### src/hw/rtl/assert_macros.svh
// Assertion macros for the box/plane contact generator RTL.
// No dependencies; define NO_ASSERTIONS to compile them out.
`ifndef ASSERT_MACROS_SVH
`define ASSERT_MACROS_SVH
`ifndef NO_ASSERTIONS
`define ASSERT_CLK(lbl, clk, rst_n, prop, msg) \
	lbl: assert property (@(posedge clk) disable iff (!rst_n) (prop)) else $error(msg);
`define ASSERT_NEVER(lbl, clk, rst_n, cond, msg) \
	lbl: assert property (@(posedge clk) disable iff (!rst_n) !(cond)) else $error(msg);
`else
`define ASSERT_CLK(lbl, clk, rst_n, prop, msg)
`define ASSERT_NEVER(lbl, clk, rst_n, cond, msg)
`endif
`endif

### src/hw/rtl/bpcg_pkg.sv
// Types and constants for the box/plane contact generator.
// No dependencies.
package bpcg_pkg;
	localparam int PW = 20;
	localparam int DOTW = 35;
	localparam int BW = 53;
	localparam int DEPW = 56;
	localparam int POSW = 40;

	typedef struct packed {
		logic [59:0] pos;
		logic [47:0] nrm;
		logic [19:0] depth;
		logic [1:0]  idx;
		logic        last;
		logic [15:0] mat;
	} contact_t;

	function automatic logic [PW-1:0] sat_pos(input logic signed [POSW-1:0] p);
		logic signed [POSW-15:0] q;
		q = p[POSW-1:14];
		if (q > 26'sd524287) return 20'h7FFFF;
		if (q < -26'sd524288) return 20'h80000;
		return q[PW-1:0];
	endfunction

	function automatic logic [19:0] sat_depth(input logic signed [DEPW-1:0] d);
		if (d[DEPW-2:28] > 27'd1048575) return 20'hFFFFF;
		return d[47:28];
	endfunction
endpackage

### src/hw/rtl/bpcg_emit.sv
// Output sequencer: holds one item's up to three contacts and sends one per cycle while out_ready is high.
// Depends on bpcg_pkg.
module bpcg_emit (
	input  logic                clk,
	input  logic                arst_n,
	input  logic                in_valid,
	output logic                in_ready,
	input  logic [1:0]          in_cnt,
	input  bpcg_pkg::contact_t  in_c0,
	input  bpcg_pkg::contact_t  in_c1,
	input  bpcg_pkg::contact_t  in_c2,
	output logic                out_valid,
	input  logic                out_ready,
	output bpcg_pkg::contact_t  out_c
);
	bpcg_pkg::contact_t c_q [3];
	logic [1:0] cnt_q;
	logic [1:0] pos_q;
	logic busy_q;
	logic fin;

	assign out_valid = busy_q;
	assign out_c = c_q[pos_q];
	assign fin = busy_q && out_ready && (pos_q == cnt_q - 2'd1);
	assign in_ready = !busy_q || fin;

	always_ff @(posedge clk or negedge arst_n) begin
		if (!arst_n) begin
			busy_q <= 1'b0;
			pos_q <= 2'd0;
			cnt_q <= 2'd1;
		end else if (in_valid && in_ready) begin
			busy_q <= 1'b1;
			pos_q <= 2'd0;
			cnt_q <= in_cnt;
		end else if (fin) begin
			busy_q <= 1'b0;
		end else if (busy_q && out_ready) begin
			pos_q <= pos_q + 2'd1;
		end
	end

	always_ff @(posedge clk) begin
		if (in_valid && in_ready) begin
			c_q[0] <= in_c0;
			c_q[1] <= in_c1;
			c_q[2] <= in_c2;
		end
	end
endmodule

### config.mk
export PLATFORM = sky130hd
export DESIGN_NAME = bpcg_emit
export DESIGN_NICKNAME = d
export VERILOG_FILES = /design/src/hw/rtl/assert_macros.svh /design/src/hw/rtl/bpcg_pkg.sv /design/src/hw/rtl/bpcg_emit.sv
export SDC_FILE = /design/constraint.sdc
export NUM_CORES = 1
export LEC_CHECK = 0
export ABC_AREA = 1
export BUFFER_PORTS_ARGS = -buffer_cell sky130_fd_sc_hd__buf_2
export CORE_AREA = 2 2 234 236
export DETAILED_ROUTE_END_ITERATION = 12
export DIE_AREA = 0 0 236 238
export PLACE_DENSITY = 0.59
export SLEW_MARGIN = 20
export SYNTH_ARGS = -nofsm -noshare
export SYNTH_HDL_FRONTEND = slang
export SYNTH_SLANG_ARGS = --single-unit
### constraint.sdc
create_clock -name clk -period 16.4 [get_ports clk]
set_input_delay 1.64 -clock clk [delete_from_list [all_inputs] [get_ports clk]]
set_output_delay 1.64 -clock clk [all_outputs]
set_load 0.03 [all_outputs]
==> metrics.txt, run 1 <==
layout cell share with drive strength beyond 1=38.4%; Post-CTS Setup Bufs=0; status=completed; IO Pins=596; sequential cell fraction of total power=39.4%; most numerous cell in the Yosys netlist=edfxtp_1; Slew @ Worst Pin=1.11 ns; Wirelength per Cell=19.0 um; Max Buffers Root-to-Sink=3; Starting Density=30.8%; final clock skew=0.0114 ns; pin count of the biggest net entering global routing=122; clock network power share=23.0%; FF-to-FF Start=pos_q[1]$_DFFE_PN0P_; TritonRoute pass-1 iters=4; syn_area_per_cell=14.5 sq um; # setup viols final=0; Worst setup EP type=output port; Filler Cells Inserted=5096; Hold Violations, Final=0; grt ovf=0; htree depth=2; routed vias/inst=4.61; global-route wire length before repair=67900 um; Hold EP=cnt_q[0]$_DFFE_PN1P_; Antenna Nets Post-Route=0; sequential share of the synthesized area=81.0%; Synth top area share=80.3%; sw frac=40.3%; Clk pin slew, worst setup/hold paths=0.06 ns; Sink Count=446; compound-cell area share of the yosys netlist=8.92%; crit share post-route=29.9%; Vias=11.4k; cells after synthesis=1134; critical path data arrival time=3.26 ns; CP Max Fanout=80; RSZ-0062 raised after global routing=false; Hold Path Class=register to register; Worst-Skew Late Latency=0.56 ns; min-delay src=cnt_q[0]$_DFFE_PN1P_; Fin Hold WS=0.481 ns; relative slew slack=26.2%; area leader, netlist=edfxtp_1; WL final=46900 um; Nets=2170; largest family of logic cells by synthesized area=compound AO/OA/AOI/OAI gates; Required @ worst endpoint=14.76 ns; Rows=85; I/O Buffers=595; Design Area, Final=21500 sq um; xor/xnor share of the synthesized area=0%; placed cell areas=20100 sq um; PD cells=197 nW/um^2; Psw=1700 uW; die width=236 um; Synth Area in Simple Gates=7.55%; min Tclk post-route=4.90 ns; cell area after synthesis=16500 sq um; Netlist cell types=19; Max Cap Violations=0; adder-cell share of the synthesized area=0%; DRT iter0 DRCs=532; routability cong.=0.829; Async S/R FF share, synth=1.12%; Tot GR Track Use=15.9%; hold path depth=2; post-CTS sizing=0; Warnings, synthesis=0; startpoint types=register; Post-synth EDFFs=441; syn_nets=1581; Primary FF master, synth=edfxtp_1; mux contribution to synthesized area=0%; initial antenna violation count=20; post-DP HPWL=32200 um; die area=56200 sq um; Slew Viols, Final=0; fmax=204 MHz; Post-CTS Hold Fix Bufs=0; synthesis-to-layout area growth=30.2%; Comb power frac=37.6%; Internal Power=2520 uW; top post-synthesis cells by area=edfxtp_1 (80%), a21oi_1 (8.9%), nand2_1 (3.7%); Final TNS setup=0 ns; reg2reg setup slack=11.60 ns; reg-to-reg endpoint=c_q[0][50]$_DFFE_PP_; Core Area=53500 sq um; Final Util=40.2%; Worst Setup Path Type=register to output port; CTS root buf=clkbuf_16; TritonCTS clock tree=done; CTS Buf Count=47; Seq cells post-synth=446; vias in the first global route=11.4k; Synth top cells by count=edfxtp_1 (441), a21oi_1 (294), nand2_1 (164); VDD IR max=0.152 mV; Chip Height=238 um; number of remaining DRC errors=0; worst r2r path cells=9; Lkg Pwr=0.00846 uW
==> state kept, by name, indices dropped and copies added, names as in the netlist <==
name / flops
out_valid: 1
cnt_q: 2
pos_q: 2
c_q: 441
==> how the worst max path moves through the flow <==
stage                    startpoint  cells past startpoint                    to
2_1_floorplan             out_ready                      6   c_q[0][0]$_DFFE_PP_
3_3_place_gp              out_ready                      9  c_q[0][55]$_DFFE_PP_
3_5_place_dp              out_ready                      9  c_q[0][50]$_DFFE_PP_
4_1_cts        pos_q[1]$_DFFE_PN0P_                      5             out_c[99]
5_1_grt        pos_q[1]$_DFFE_PN0P_                      5             out_c[99]
6_report       pos_q[1]$_DFFE_PN0P_                      5             out_c[99]
==> worst max-delay path, stage by stage (launching register included) <==
cell	delay, ns
dfrtp_4	0.68
inv_6	0.57
buf_4	0.82
nor2_1	0.07
a21oi_1	0.14
buf_2	0.34
==> per-stage QoR <==
step	std cells	power, uW	setup WS [ns]
final	2462	4220	11.50
after global placement	2370	3270	11.30
after detailed placement	2370	3290	11.23
after floorplan	1134	2820	9.02
after CTS	2455	4280	11.35
after global routing	2458	4440	11.20
==> cell families after synthesis <==
family	after synthesis
flops	446
buf+inv	72
simple gates	322
compound gates	294
==> cells in the final DEF (no fill, tap or decap), drive strengths merged <==
cell | netlist | final
nand2 | 167 | 167
clkinv | 0 | 18
nor2 | 149 | 149
inv | 6 | 6
clkinvlp | 0 | 1
buf | 60 | 606
nand4 | 1 | 1
nand3 | 5 | 5
diode | 0 | 7
dfstp | 1 | 1
a21oi | 294 | 294
edfxtp | 441 | 441
clkbuf | 6 | 66
dfrtp | 4 | 4
==> final cells by class <==
cell class / count / area [sq um] / area share, %
clock inverters: 19 / 86.3 / 0.402
well taps: 696 / 871 / 4.05
diodes: 7 / 17.5 / 0.0816
repair buffers: 606 / 3060 / 14.3
inverters: 6 / 37.5 / 0.175
clock buffers: 66 / 1310 / 6.10
flip-flops and latches: 446 / 13400 / 62.3
multi-input cells: 616 / 2720 / 12.6
==> per-layer routing <==
metal | part of all wire, % | wire length [um] | up-vias | GRT usage (%)
li1 | - | - | 5321 | -
met1 | 38 | 17700 | 5452 | 18.5
met2 | 48 | 22600 | 465 | 26.3
met3 | 11 | 5080 | 96 | 7.07
met4 | 2.8 | 1330 | 26 | 5.56
met5 | 0.35 | 166 | - | 0
==> power groups by stage <==
stage	registers [uW]	logic, uW	clock network, uW
6_report	1660	1590	973
2_1_floorplan	1710	1110	0
4_1_cts	1670	1610	1000
3_5_place_dp	1690	1600	0
5_1_grt	1680	1710	1050
3_3_place_gp	1680	1590	0
No activity file was read; power rests on OpenSTA's default activity.
==> inputs of run 2 (changes only) <==
CORE_AREA = 2 2 232 234   (was 2 2 234 236)
DIE_AREA = 0 0 234 236   (was 0 0 236 238)
PLACE_DENSITY = 0.62   (was 0.59)
clock period = 4.28 ns   (was 16.4 ns; I/O delays follow)
==> metrics.txt, run 2 (same netlist as run 1, synthesis figures left out) <==
Inst Count DP=2373 (+0.13%); Max Cap Violations=0 (unchanged); Slew Viols, Final=0 (unchanged); number of remaining DRC errors=0 (unchanged); Top reg by flops=c_q; routed vias/inst=4.68 (+1.5%); Antenna Nets Post-Route=0 (unchanged); Hold EP=c_q[0][145]$_DFFE_PP_; worst r2r path cells=8 (-1); final worst setup slack=1.21 ns (-10.29 ns); die width=234 um (-0.85%); Vias=12.5k (+9.9%); total power=16800 uW (+300%); Wirelength per Cell=18.3 um (-3.7%); pin count of the biggest net entering global routing=162 (+33%); Largest regs=c_q: 441 flops, cnt_q: 2 flops, pos_q: 2 flops; Place WS=1.86 ns (-9.37 ns); Psw=6640 uW (+290%); Hold Path Class=input pin to register; hold path depth=1 (-1); grt ovf=0 (unchanged); Worst-Skew Late Latency=0.57 ns (about the same); Max Buffers Root-to-Sink=3 (unchanged); min-delay src=in_c0[145]; Final TNS setup=0 ns (unchanged); Tot GR Track Use=17.0% (+1.0 points); Comb power frac=38.1% (+0.5 points); # setup viols final=0 (unchanged); Post-CTS Setup Bufs=0 (unchanged); Starting Density=31.1% (+0.25 points); Core Area=53100 sq um (-0.80%); DRT iter0 DRCs=649 (+22%); status=completed; htree depth=2 (unchanged); relative slew slack=32.2% (+6.0 points); post-DP HPWL=30900 um (-4.1%); Required @ worst endpoint=3.85 ns (-10.91 ns); Fin Hold WS=0.0326 ns (-0.448 ns); CTS Buf Count=47 (unchanged); CP Max Fanout=76 (-5.0%); RSZ-0062 raised after global routing=false; Nets=2375 (+9.4%); vias in the first global route=13.1k (+15%); crit share post-route=71.8%; I/O Buffers=595 (unchanged); Clk pin slew, worst setup/hold paths=0.06 ns (about the same); TritonRoute pass-1 iters=5 (+1); min Tclk post-route=3.07 ns; worst-path cell chain=inv_6, buf_4, nor2_1, a21oi_1, buf_2; TritonCTS clock tree=done; final clock skew=0.0174 ns (+0.00595 ns); Internal Power=10100 uW (+300%); Filler Cells Inserted=4759 (-6.6%); fmax=325 MHz; Chip Height=236 um (-0.84%); Slew @ Worst Pin=1.02 ns (-0.0898 ns); FF-to-FF Start=cnt_q[0]$_DFFE_PN1P_; largest stage delay on the critical path=0.66 ns (-0.16 ns); post-CTS sizing=0 (unchanged); VDD IR max=0.705 mV (+360%); routability cong.=0.841 (+1.5%); reg-to-reg endpoint=c_q[1][59]$_DFFE_PP_; Finished Layout Cells=2666 (+8.3%); most frequent cells in the layout=buf_2 (595), edfxtp_1 (441), a21oi_1 (294); WL final=48900 um (+4.3%); Hold Violations, Final=0 (unchanged); sw frac=39.7% (-0.60 points); die area=55200 sq um (-1.7%); startpoint types=register; global-route wire length before repair=72200 um (+6.4%); Sink Count=446 (unchanged); Lkg Pwr=0.00940 uW (+11%); critical path data arrival time=2.64 ns (-0.62 ns); reg2reg setup slack=2.01 ns (-9.59 ns); CTS root buf=clkbuf_16; Crit. Startpoint=pos_q[1]$_DFFE_PN0P_; slowest stage cell, crit path=buf_4; Worst Setup Path Type=register to output port; clock network power share=24.1% (+1.1 points); sequential cell fraction of total power=37.7% (-1.7 points); IO Pins=596 (unchanged); initial antenna violation count=10 (-50%); PD cells=706 nW/um^2 (+260%); most common cell after layout, fill and taps aside=buf_2; Worst setup EP type=output port; max reg flops=441 (unchanged); synthesis-to-layout area growth=43.8%; layout cell share with drive strength beyond 1=34.9% (-3.6 points); Rows=85 (unchanged)
run 2: cell types whose count changed in the layout (fill, tap and decap cells not counted), sizes merged:
cell / change
clkinv: -6
buf: +3
clkbuf: -6
diode: +2
dlygate4sd3: +202
inv: +3
bufinv: +6
run 2: worst max-delay path by stage:
| stage | end | slack, ns | depth (start not counted) |
|---|---|---|---|
| final | out_c[76] | 1.21 | 5 |
| after global routing | out_c[76] | 1.10 | 5 |
| after CTS | out_c[98] | 1.23 | 5 |
| after detailed placement | out_c[98] | 1.86 | 5 |
| after global placement | out_c[70] | 1.87 | 5 |
| after floorplan | c_q[0][0]$_DFFE_PP_ | 0.72 | 6 |
run 2: repair_timing:
| item | 4_1_cts | 5_1_grt |
|---|---|---|
| hold endpoints to repair | 206 | 0 |
| setup endpoints to repair | 0 | 0 |
| hold buffers | 202 | 0 |
run 2: layout make-up:
type	instances	area (sq um)	area share (%)
clock inverters	22	273	1.15
clock buffers	60	1220	5.16
inverters	6	56.3	0.237
multi-input cells	616	2720	11.5
flip-flops and latches	446	13400	56.4
diodes	9	22.5	0.0949
well taps	696	871	3.67
repair buffers	811	5180	21.8
run 2: metal layers:
metal / global-route usage [%] / part of all wire, % / vias to the layer above / routed length [um]
li1: - / - / 5728 / -
met1: 20.0 / 38 / 6016 / 18800
met2: 28.7 / 49 / 608 / 23900
met3: 4.56 / 8.4 / 126 / 4120
met4: 7.83 / 4.3 / 2 / 2130
met5: 0 / 0.027 / - / 13
run 2: per-stage QoR:
step	area, sq um	utilization, %
floorplan	16500	-
detailed placement	20200	38.0
CTS	23700	44.7
finish	23700	44.7
global route	23700	44.7
global placement	20200	38.0
run 2: worst max-delay path: cells and delay by family (launching register included):
kind	cells	cell delay, ns
simple gates	1	0.09
compound gates	1	0.32
flops	1	0.51
buf+inv	3	1.00
run 2: power groups by stage:
stage | logic, uW | clock network [uW] | registers (uW)
CTS | 6400 | 4130 | 6330
global route | 6830 | 4300 | 6400
floorplan | 4260 | 0 | 6390
global placement | 6200 | 0 | 6390
finish | 6390 | 4040 | 6320
detailed placement | 6240 | 0 | 6410
==> inputs of run 3 (changes only) <==
CORE_AREA = 2 2 234 236   (was 2 2 232 234)
DIE_AREA = 0 0 236 238   (was 0 0 234 236)
PLACE_DENSITY = 0.59   (was 0.62)
clock period = 3.2 ns   (was 4.28 ns; I/O delays follow)
==> metrics.txt, run 3 (same netlist as run 1, synthesis figures left out) <==
Worst setup EP type=output port; relative slew slack=34.8% (+2.6 points); final worst setup slack=0.216 ns (-0.992 ns); die area=56200 sq um (+1.7%); IO Pins=596 (unchanged); # setup viols final=0 (unchanged); routability cong.=0.867 (+3.0%); vias in the first global route=14.5k (+11%); most common cell after layout, fill and taps aside=buf_2; WL final=53300 um (+9.2%); Place WS=0.889 ns (-0.972 ns); RSZ-0062 raised after global routing=false; Worst-Skew Late Latency=0.56 ns (about the same); initial antenna violation count=6 (-4); Slew Viols, Final=0 (unchanged); fmax=335 MHz; Sink Count=446 (unchanged); Slew @ Worst Pin=0.978 ns (-0.0387 ns); TritonRoute pass-1 iters=5 (unchanged); Wirelength per Cell=18.3 um (about the same); routed vias/inst=4.64 (-0.88%); Lkg Pwr=0.0104 uW (+11%); number of remaining DRC errors=0 (unchanged); min Tclk post-route=2.98 ns; CTS root buf=clkbuf_16; Hold Path Class=input pin to register; Antenna Nets Post-Route=0 (unchanged); crit share post-route=93.3%; Filler Cells Inserted=4519 (-5.0%); Starting Density=30.8% (-0.25 points); startpoint types=register; post-DP HPWL=32400 um (+5.0%); Storage cell area=13400 sq um (unchanged); global-route wire length before repair=79700 um (+10%); most frequent cells in the layout=buf_2 (595), dlygate4sd3_1 (444), edfxtp_1 (441); Chip Height=238 um (+0.85%); Largest regs=c_q: 441 flops, cnt_q: 2 flops, pos_q: 2 flops; status=completed; I/O Buffers=595 (unchanged); synthesis-to-layout area growth=58.3%; Tot GR Track Use=18.3% (+1.3 points); max reg flops=441 (unchanged); CTS Buf Count=47 (unchanged); VDD IR max=0.561 mV (-20%); Post-CTS Setup Bufs=0 (unchanged); grt ovf=0 (unchanged); Core Area=53500 sq um (+0.80%); htree depth=2 (unchanged); Rows=85 (unchanged); Nets=2624 (+10%); die width=236 um (+0.85%); multi-input logic area=2720 sq um (unchanged); Final TNS setup=0 ns (unchanged); Max Cap Violations=0 (unchanged); Fin Hold WS=0.0364 ns (+0.00376 ns); TritonCTS clock tree=done; critical path data arrival time=2.66 ns (+0.02 ns); DRT iter0 DRCs=729 (+12%); PD cells=862 nW/um^2 (+22%); Worst Setup Path Type=register to output port; CP Max Fanout=45 (-41%); Top reg by flops=c_q; Vias=13.5k (+8.3%); final clock skew=0.0145 ns (-0.00286 ns); layout cell share with drive strength beyond 1=31.3% (-3.6 points); Max Buffers Root-to-Sink=3 (unchanged); Required @ worst endpoint=2.88 ns (-0.97 ns); pin count of the biggest net entering global routing=132 (-19%); Clk pin slew, worst setup/hold paths=0.06 ns (about the same); Hold Violations, Final=0 (unchanged)
-- run 3: worst paths after layout --
check / cells past startpoint / to / startpoint / slack (ns)
max in group asynchronous: 2 / cnt_q[0]$_DFFE_PN1P_ / arst_n / 2.80
worst max register to register: 8 / c_q[1][100]$_DFFE_PP_ / pos_q[1]$_DFFE_PN0P_ / 0.90
worst min-delay path: 3 / cnt_q[0]$_DFFE_PN1P_ / in_valid / 0.04
worst min register to register: 2 / cnt_q[0]$_DFFE_PN1P_ / cnt_q[0]$_DFFE_PN1P_ / 0.50
min in group asynchronous: 2 / pos_q[0]$_DFFE_PN0P_ / arst_n / 0.18
worst max-delay path: 5 / out_c[74] / pos_q[1]$_DFFE_PN0P_ / 0.22
-- run 3: metrics by stage --
stage / util, % / cell area [sq um] / cells / total power (uW)
after floorplan: - / 16500 / 1134 / 14200
after detailed placement: 37.8 / 20200 / 2380 / 17000
after global routing: 48.8 / 26100 / 2912 / 23500
after CTS: 48.8 / 26100 / 2906 / 22600
final: 48.8 / 26100 / 2912 / 22500
after global placement: 37.8 / 20200 / 2380 / 16900
-- run 3: critical path, cell delays in order, from the launching register on --
cell     delay [ns]
dfrtp_4        0.45
buf_4          0.38
buf_4          0.56
a21oi_1        0.16
a21oi_1        0.24
buf_2          0.24
-- run 3: area by class of cell --
class	count	share of cell area, %
Timing Repair Buffer	1060	29.3
Tap cell	696	3.33
Antenna cell	6	0.0575
Clock buffer	58	4.82
Multi-Input combinational cell	616	10.4
Inverter	6	0.225
Sequential cell	446	51.2
Clock inverter	24	0.671
-- run 3: where the power goes --
group          internal (uW)  leakage [uW]  switching [uW]
Sequential              8080       0.00416             379
Combinational           2470       0.00555            6440
Clock                   2950      0.000701            2210
Total                  13500        0.0104            9030
-- run 3: routing by layer --
metal	track usage (%)	share of wire, %	up-vias
met2	32.7	51	716
met4	8.01	3.7	0
met1	20.9	38	6450
met3	4.13	7.8	119
li1	-	-	6226
met5	0	0	-
-- run 3: timing repair --
item,in CTS,in global routing
gates resized for setup,0,0
hold buffers,444,0
hold endpoints to repair,448,0
